**src/hw/rtl/assert_macros.svh**
```systemverilog
// ----------------------------------------------------------------------------
// Assertion macros shared by the matrix product unit
// Concurrent checks, sampled at the rising clock edge and held off during reset.
// ----------------------------------------------------------------------------
`ifndef ASSERT_MACROS_SVH
`define ASSERT_MACROS_SVH

// Property must hold at every edge outside reset.
`define MM4_ASSERT(label, clk, rst, prop, msg) \
   label: assert property (@(posedge clk) disable iff (rst) (prop)) \
      else $error(msg);

// Condition must never be seen outside reset.
`define MM4_NEVER(label, clk, rst, cond, msg) \
   `MM4_ASSERT(label, clk, rst, !(cond), msg)

`endif

```
**src/hw/rtl/mm4_pkg.sv**
```systemverilog
// ----------------------------------------------------------------------------
// mm4_pkg
// Shared types and constants of the 4x4 fixed-point matrix product unit.
// ----------------------------------------------------------------------------
`default_nettype none

package mm4_pkg;

   localparam int DIM             = 4;
   localparam int ROW_W           = $clog2(DIM);
   localparam int DATA_W          = 32;
   localparam int PROD_W          = 2 * DATA_W;
   localparam int SUM_W           = PROD_W + $clog2(DIM);
   localparam int FRAC_BITS_DEF   = 16;
   localparam int QUEUE_DEPTH_DEF = 4;

   localparam logic [DATA_W-1:0] ELEM_MAX = {1'b0, {(DATA_W-1){1'b1}}};
   localparam logic [DATA_W-1:0] ELEM_MIN = {1'b1, {(DATA_W-1){1'b0}}};

   typedef enum logic {
      OP_LOAD = 1'b0,
      OP_MUL  = 1'b1
   } op_type;

   typedef logic [DIM-1:0][DATA_W-1:0] row_type;

   typedef struct packed {
      op_type             op;
      logic [ROW_W-1:0]   row;
      row_type            elems;
   } entry_type;

endpackage

`default_nettype wire

```
**src/hw/rtl/mm4_fifo.sv**
```systemverilog
// ----------------------------------------------------------------------------
// mm4_fifo
// Short in-order work queue between front and back; decouples their stalls.
// ----------------------------------------------------------------------------
`default_nettype none
`include "assert_macros.svh"

module mm4_fifo #(
   parameter int DEPTH = mm4_pkg::QUEUE_DEPTH_DEF
) (
   input  wire logic               clock,
   input  wire logic               reset,
   input  wire logic               push_vld,
   output logic                    push_rdy,
   input  wire mm4_pkg::entry_type push_data,
   output logic                    pop_vld,
   input  wire logic               pop_rdy,
   output mm4_pkg::entry_type      pop_data
);
   import mm4_pkg::*;

   localparam int PTR_W = (DEPTH > 1) ? $clog2(DEPTH) : 1;
   localparam int CNT_W = $clog2(DEPTH + 1);

   entry_type        mem_ff [DEPTH];
   logic [PTR_W-1:0] wr_ptr_ff;
   logic [PTR_W-1:0] wr_ptr_in;
   logic [PTR_W-1:0] rd_ptr_ff;
   logic [PTR_W-1:0] rd_ptr_in;
   logic [CNT_W-1:0] count_ff;
   logic [CNT_W-1:0] count_in;
   logic             push;
   logic             pop;

   assign push_rdy = count_ff != CNT_W'(DEPTH);
   assign pop_vld  = count_ff != '0;
   assign push     = push_vld && push_rdy;
   assign pop      = pop_vld && pop_rdy;
   assign pop_data = mem_ff[rd_ptr_ff];

   always_comb begin
      wr_ptr_in = wr_ptr_ff;
      rd_ptr_in = rd_ptr_ff;
      count_in  = count_ff;
      if (push) begin
         wr_ptr_in = (wr_ptr_ff == PTR_W'(DEPTH - 1)) ? '0 : wr_ptr_ff + 1'b1;
      end
      if (pop) begin
         rd_ptr_in = (rd_ptr_ff == PTR_W'(DEPTH - 1)) ? '0 : rd_ptr_ff + 1'b1;
      end
      if (push && !pop) begin
         count_in = count_ff + 1'b1;
      end else if (pop && !push) begin
         count_in = count_ff - 1'b1;
      end
   end

   always_ff @(posedge clock) begin
      if (reset) begin
         wr_ptr_ff <= '0;
         rd_ptr_ff <= '0;
         count_ff  <= '0;
      end else begin
         wr_ptr_ff <= wr_ptr_in;
         rd_ptr_ff <= rd_ptr_in;
         count_ff  <= count_in;
      end
   end

   always_ff @(posedge clock) begin
      if (push) begin
         mem_ff[wr_ptr_ff] <= push_data;
      end
   end

   `MM4_ASSERT(a_fifo_count_bound, clock, reset, count_ff <= CNT_W'(DEPTH), "queue over depth")
   `MM4_NEVER(a_fifo_ptr_skew, clock, reset, (count_ff == '0) && (wr_ptr_ff != rd_ptr_ff), "empty queue with skewed pointers")

endmodule

`default_nettype wire

```
**config.mk**
```make
export PLATFORM = sky130hd
export DESIGN_NAME = mm4_fifo
export DESIGN_NICKNAME = d
export VERILOG_FILES = /design/src/hw/rtl/mm4_pkg.sv /design/src/hw/rtl/mm4_fifo.sv
export VERILOG_INCLUDE_DIRS = /design/src /design/src/hw/rtl
export SDC_FILE = /design/constraint.sdc
export NUM_CORES = 1
export LEC_CHECK = 0
export ABC_AREA = 1
export BUFFER_PORTS_ARGS = -buffer_cell sky130_fd_sc_hd__buf_2
export CORE_ASPECT_RATIO = 0.6
export CORE_UTILIZATION = 57
export DETAILED_ROUTE_END_ITERATION = 7
export PLACE_DENSITY = 0.87
export SLEW_MARGIN = 5
export SYNTH_ARGS = -nofsm -noshare
export SYNTH_HDL_FRONTEND = slang
export SYNTH_SLANG_ARGS = --single-unit
```
**constraint.sdc**
```tcl
create_clock -name clock -period 12.05 [get_ports clock]
set_input_delay 3.615 -clock clock [delete_from_list [all_inputs] [get_ports clock]]
set_output_delay 3.615 -clock clock [all_outputs]
set_load 0.005 [all_outputs]
```
==> results of run 1 <==
==> worst paths after layout <==
path / startpoint / end / cells after the start
min reg2reg: rd_ptr_ff[1] / flip-flop / 2
max reg2reg: count_ff[0] / mem_ff[0][50] / 6
min: rd_ptr_ff[1] / flip-flop / 2
max: flip-flop / pop_data[23] / 5
==> cell families after synthesis <==
kind of cell	after synthesis
buffers and inverters	101
AOI/OAI and AO/OA	396
DFF	533
and+or+nand+nor	297
xor gates and xnor gates	1
adders and majority gates	7
==> power by group <==
| group | internal (mW) | switching [mW] | total, mW |
|---|---|---|---|
| registers | 2.26 | 0.0894 | 2.35 |
| clock network | 0.796 | 0.617 | 1.41 |
| logic | 0.438 | 0.822 | 1.26 |
| total | 3.49 | 1.53 | 5.02 |
==> registers in the layout, indices dropped and copies added, names as in the netlist, named ones only <==
register,flops
count_ff,3
mem_ff,524
rd_ptr_ff,2
wr_ptr_ff,2
==> metal layers <==
layer	routed length [microns]	GRT usage, %
met5	53	0
met4	990	6.45
met3	3450	5.39
met2	20700	38.8
met1	17700	32.9
==> final cells by class <==
class,count,area share [%]
Tap cell,459,2.51
Antenna cell,6,0.0657
Timing Repair Buffer,281,6.41
Clock buffer,57,5.31
Clock inverter,22,0.870
Inverter,16,0.290
Multi-Input combinational cell,701,14.9
Sequential cell,533,69.6
==> synthesized netlist by cell type, drive strengths merged <==
cell type	count	share of area (%)
dfxtp	9	0.91
buf	52	2.0
xor2	1	0.044
ha	6	0.38
a21oi	2	0.050
fa	1	0.10
nand3	1	0.025
inv	16	0.33
nor2	279	5.3
o21ai	263	6.6
nand4	1	0.031
o22ai	131	4.1
edfxtp	524	79
clkbuf	33	0.65
nand3b	2	0.075
nand2	14	0.26
==> worst min-delay path, cell delays in order (launching register included) <==
cell and delay (ns):
dfxtp_1 0.32, a21oi_1 0.12, nor2_1 0.07
==> metrics by stage <==
step | hold WS, ns | setup WS (ns)
after floorplan | 0.483 | 2.23
after global placement | 0.507 | 5.86
after detailed placement | 0.523 | 5.83
after CTS | 0.539 | 5.22
after global routing | 0.590 | 4.95
final | 0.540 | 5.17
==> results.cfg, run 1 <==
[run_status]
status = complete, no violations

[synth]
syn_nets = 1477
syn_area_sq_um = 19900
ys_types = 23
ys_seq_area_share_pct = 80.0
netlist_instances = 1335
synth_compound_area_share_pct = 10.8
synth_top_family_by_area = compound AO/OA/AOI/OAI gates
avgSynthCellArea_sq_um = 14.9
muxShareOfSynthArea_pct = 0
ys_warn_count = 0
ys_seq_elements = 533
synth-xor-area-share_pct = 0.0440
synth_fa_ha_area_share_pct = 0.478
synth_simple_gate_area_share_pct = 5.66

[route]
drtIter0Drc = 988
wl_microns = 42900
first_pass_iters = 5
drc_errors = 0
routedWlPerCell_microns = 20.7
routed_via_density = 5.80
postRouteAntennaNets = 0
via_count = 12000

[clocking]
cts-htree-levels = 2
ctsResizeCount = 0
post-cts-setup-buffers = 0
cts.clk_slew.worst_paths_ns = 0.06
cts_tree = done
clk_path_buf_depth = 3
cts_root_buf = clkbuf_16
clock_sinks = 533
cts_buffers = 45
worstSkewPairLatency_ns = 0.55
hold_buffers = 0

[pwr]
power_mw = 5.02
ir_worst_vdd_uv = 134
total_leakage_power_nw = 7.94
p_per_area_nw_per_um2 = 220

[timing]
hold_violations = 0
finalCriticalPeriod_ns = 6.88
rsz0062_at_grt = no
worstMarginPinSlew_ns = 1.19
finalClockSkew_ns = 0.0162
drv_slew = 0
relSlewSlack_pct = 20.7
setup_violations = 0
fin_crit_sh_pct = 57.1
fin_setup_tns_ns = 0
timing.fmax_mhz = 145

[setup_path]
cp_slowest_cell = dfxtp_4
cp_data_required_time_ns = 8.43
crit_path_start_kind = flip-flop
path_max_fanout = 90
critPathCaptureType = output pin
regToRegSetupSlack_ns = 9.29
critical_path_arrival_ns = 3.26
critPathKind = flip-flop to output pin
critPathMaxStageDelay_ns = 0.72
critical-path-top-delay-family = buffers and inverters
path_cells = clkinv_2 -> buf_4 -> o21ai_0 -> o22ai_1 -> buf_2
worst-path-buf-inv = 3

[global_route]
grt_pass1_wl_microns = 66100
grt-ovfl-total = 0
grt_use_total_pct = 23.8
grt_max_degree = 132
antenna_found_initial = 6
grt_pass1_vias = 12000

[die]
die_width_microns = 243
pin_count = 268
die_y_microns = 147
core_area_sq_um = 34000
std_cell_rows = 52
initial_core_util_pct = 58.5
die_area_sq_um = 35700

[cells_and_area]
final_layout_size_suffix_gt1_share_pct = 21.5
regArea_sq_um = 15900
layout.core_utilization_pct = 67.2
num-nets-final = 1720
nFillCells = 2252
mostFrequentLayoutCells = edfxtp_1 (524), nor2_1 (275), buf_2 (267), o21ai_0 (191), o22ai_1 (131)
final_common_cell = edfxtp_1
fin_cells = 2075
fin_area_sq_um = 22900
area_growth_pct = 14.9
multi_input_area_sq_um = 3410

[run]
cap_violations = 0

[hold_path]
timing.hold.worst.class = flip-flop to flip-flop

[place]
port_buffers = 267
gp_congestion = 0.783
hpwl_microns = 23700
dp_cells = 1990
placed_area_sq_um = 21400
Power figures use the tool's default switching activity.
==> run 2, diff against run 1 <==
==> constraint.sdc (replaced) <==
create_clock -name clock -period 7.03 [get_ports clock]
set_input_delay 2.109 -clock clock [delete_from_list [all_inputs] [get_ports clock]]
set_output_delay 2.109 -clock clock [all_outputs]
set_load 0.005 [all_outputs]
==> results.cfg, run 2 (synthesis gave the netlist of run 1 again) <==
[cells_and_area]
fin_area_sq_um = 22900
final_layout_size_suffix_gt1_share_pct = 21.9
final_common_cell = edfxtp_1
reg_top3 = mem_ff (524), count_ff (3)
mostFrequentLayoutCells = edfxtp_1 (524), nor2_1 (275), buf_2 (267), o21ai_0 (191), o22ai_1 (131)
area_growth_pct = 15.0
nFillCells = 2280
regArea_sq_um = 15900
multi_input_area_sq_um = 3410
regMostFlops = mem_ff
largest_register_ffs = 524
num-nets-final = 1724

[die]
die_y_microns = 147
initial_core_util_pct = 58.5
die_width_microns = 243
std_cell_rows = 52
core_area_sq_um = 34000
die_area_sq_um = 35700
pin_count = 268

[place]
hpwl_microns = 25200
port_buffers = 267
placed_area_sq_um = 21500
gp_congestion = 0.772

[clocking]
post-cts-setup-buffers = 0
cts_tree = done
cts-htree-levels = 2
ctsResizeCount = 0
cts_root_buf = clkbuf_16
cts.clk_slew.worst_paths_ns = 0.06
clk_path_buf_depth = 3
worstSkewPairLatency_ns = 0.57
hold_buffers = 0
clock_sinks = 533
cts_buffers = 46

[global_route]
antenna_found_initial = 9
grt_pass1_vias = 12000
grt_max_degree = 143
grt_use_total_pct = 23.9
grt_pass1_wl_microns = 66200
grt-ovfl-total = 0

[timing]
fin_setup_tns_ns = 0
rsz0062_at_grt = no
drv_slew = 0
timing.fmax_mhz = 190
worstMarginPinSlew_ns = 0.997
finalCriticalPeriod_ns = 5.27
relSlewSlack_pct = 33.5
fin_crit_sh_pct = 75.0
finalClockSkew_ns = 0.0177
hold_violations = 0
setup_violations = 0

[setup_path]
critPathKind = flip-flop to output pin
crit_path_start_kind = flip-flop
path_max_fanout = 142
critPathCaptureType = output pin
critical_path_arrival_ns = 3.16
cp_data_required_time_ns = 4.92

[pwr]
total_leakage_power_nw = 7.94
switching_share_pct = 31.0
power_mw = 8.55
p_comb_share_pct = 25.0
p_sw_mw = 2.65
seqPwrFrac_pct = 47.3
ir_worst_vdd_uv = 280
internal-power_mw = 5.90
p_per_area_nw_per_um2 = 374
p_clk_share_pct = 27.6

[route]
via_count = 12200
postRouteAntennaNets = 0
wl_microns = 43100
routed_via_density = 5.83
first_pass_iters = 6
drtIter0Drc = 1107
routedWlPerCell_microns = 20.7
drc_errors = 0

[run]
cap_violations = 0

[hold_path]
timing.hold.worst.class = flip-flop to flip-flop

[run_status]
status = complete, no violations
==> run 2: cell types whose count changed in the layout (fill, tap and decap cells not counted) <==
cell,delta
buf_4,+3
bufinv_16,-2
clkbuf_1,-3
clkbuf_16,-1
clkinv_1,+3
clkinv_2,+4
clkinv_8,+1
clkinvlp_4,+2
diode_2,+3
inv_6,+1
==> run 2: cell type report <==
cell class,count,share of cell area [%]
clock buffers,53,5.15
clock inverters,31,0.919
inverters,16,0.290
well taps,459,2.51
flip-flops and latches,533,69.6
repair buffers,284,6.51
multi-input cells,701,14.9
diodes,9,0.0985
==> run 2: worst paths after layout <==
check	start	endpoint	slack, ns	depth (start not counted)
max	flip-flop	pop_data[15]	1.76	5
min	rd_ptr_ff[1]	flip-flop	0.53	2
max reg2reg	count_ff[0]	mem_ff[0][93]	4.30	6
min reg2reg	rd_ptr_ff[1]	flip-flop	0.53	2
==> run 2: routing by layer <==
layer	up-vias	track usage [%]	wire length (microns)
li1	5548	-	-
met1	6006	32.7	17400
met2	497	38.4	20800
met3	112	5.66	3610
met4	6	7.70	1290
met5	-	0	37
==> run 2: metrics by stage <==
stage | setup WS [ns] | util (%) | std cells | hold WS (ns)
floorplan | -1.29 | - | 1335 | 0.483
global placement | 2.50 | 63.1 | 1993 | 0.512
detailed placement | 2.38 | 63.1 | 1993 | 0.520
CTS | 1.77 | 67.1 | 2077 | 0.530
global route | 1.56 | 67.2 | 2080 | 0.587
finish | 1.76 | 67.2 | 2086 | 0.530
==> run 2: critical path, stage by stage, from the launching register on <==
cell and delay, ns:
dfxtp_4 0.54, inv_6 0.71, buf_12 0.51, o21ai_0 0.19
o22ai_1 0.23, buf_2 0.16
==> run 2: power by group through the flow <==
stage | sequential [mW] | combinational [mW] | clock, mW
2_1_floorplan | 4.07 | 1.34 | 0
3_3_place_gp | 4.10 | 2.04 | 0
3_5_place_dp | 4.12 | 2.13 | 0
4_1_cts | 4.05 | 2.14 | 2.41
5_1_grt | 4.08 | 2.34 | 2.53
6_report | 4.05 | 2.14 | 2.36
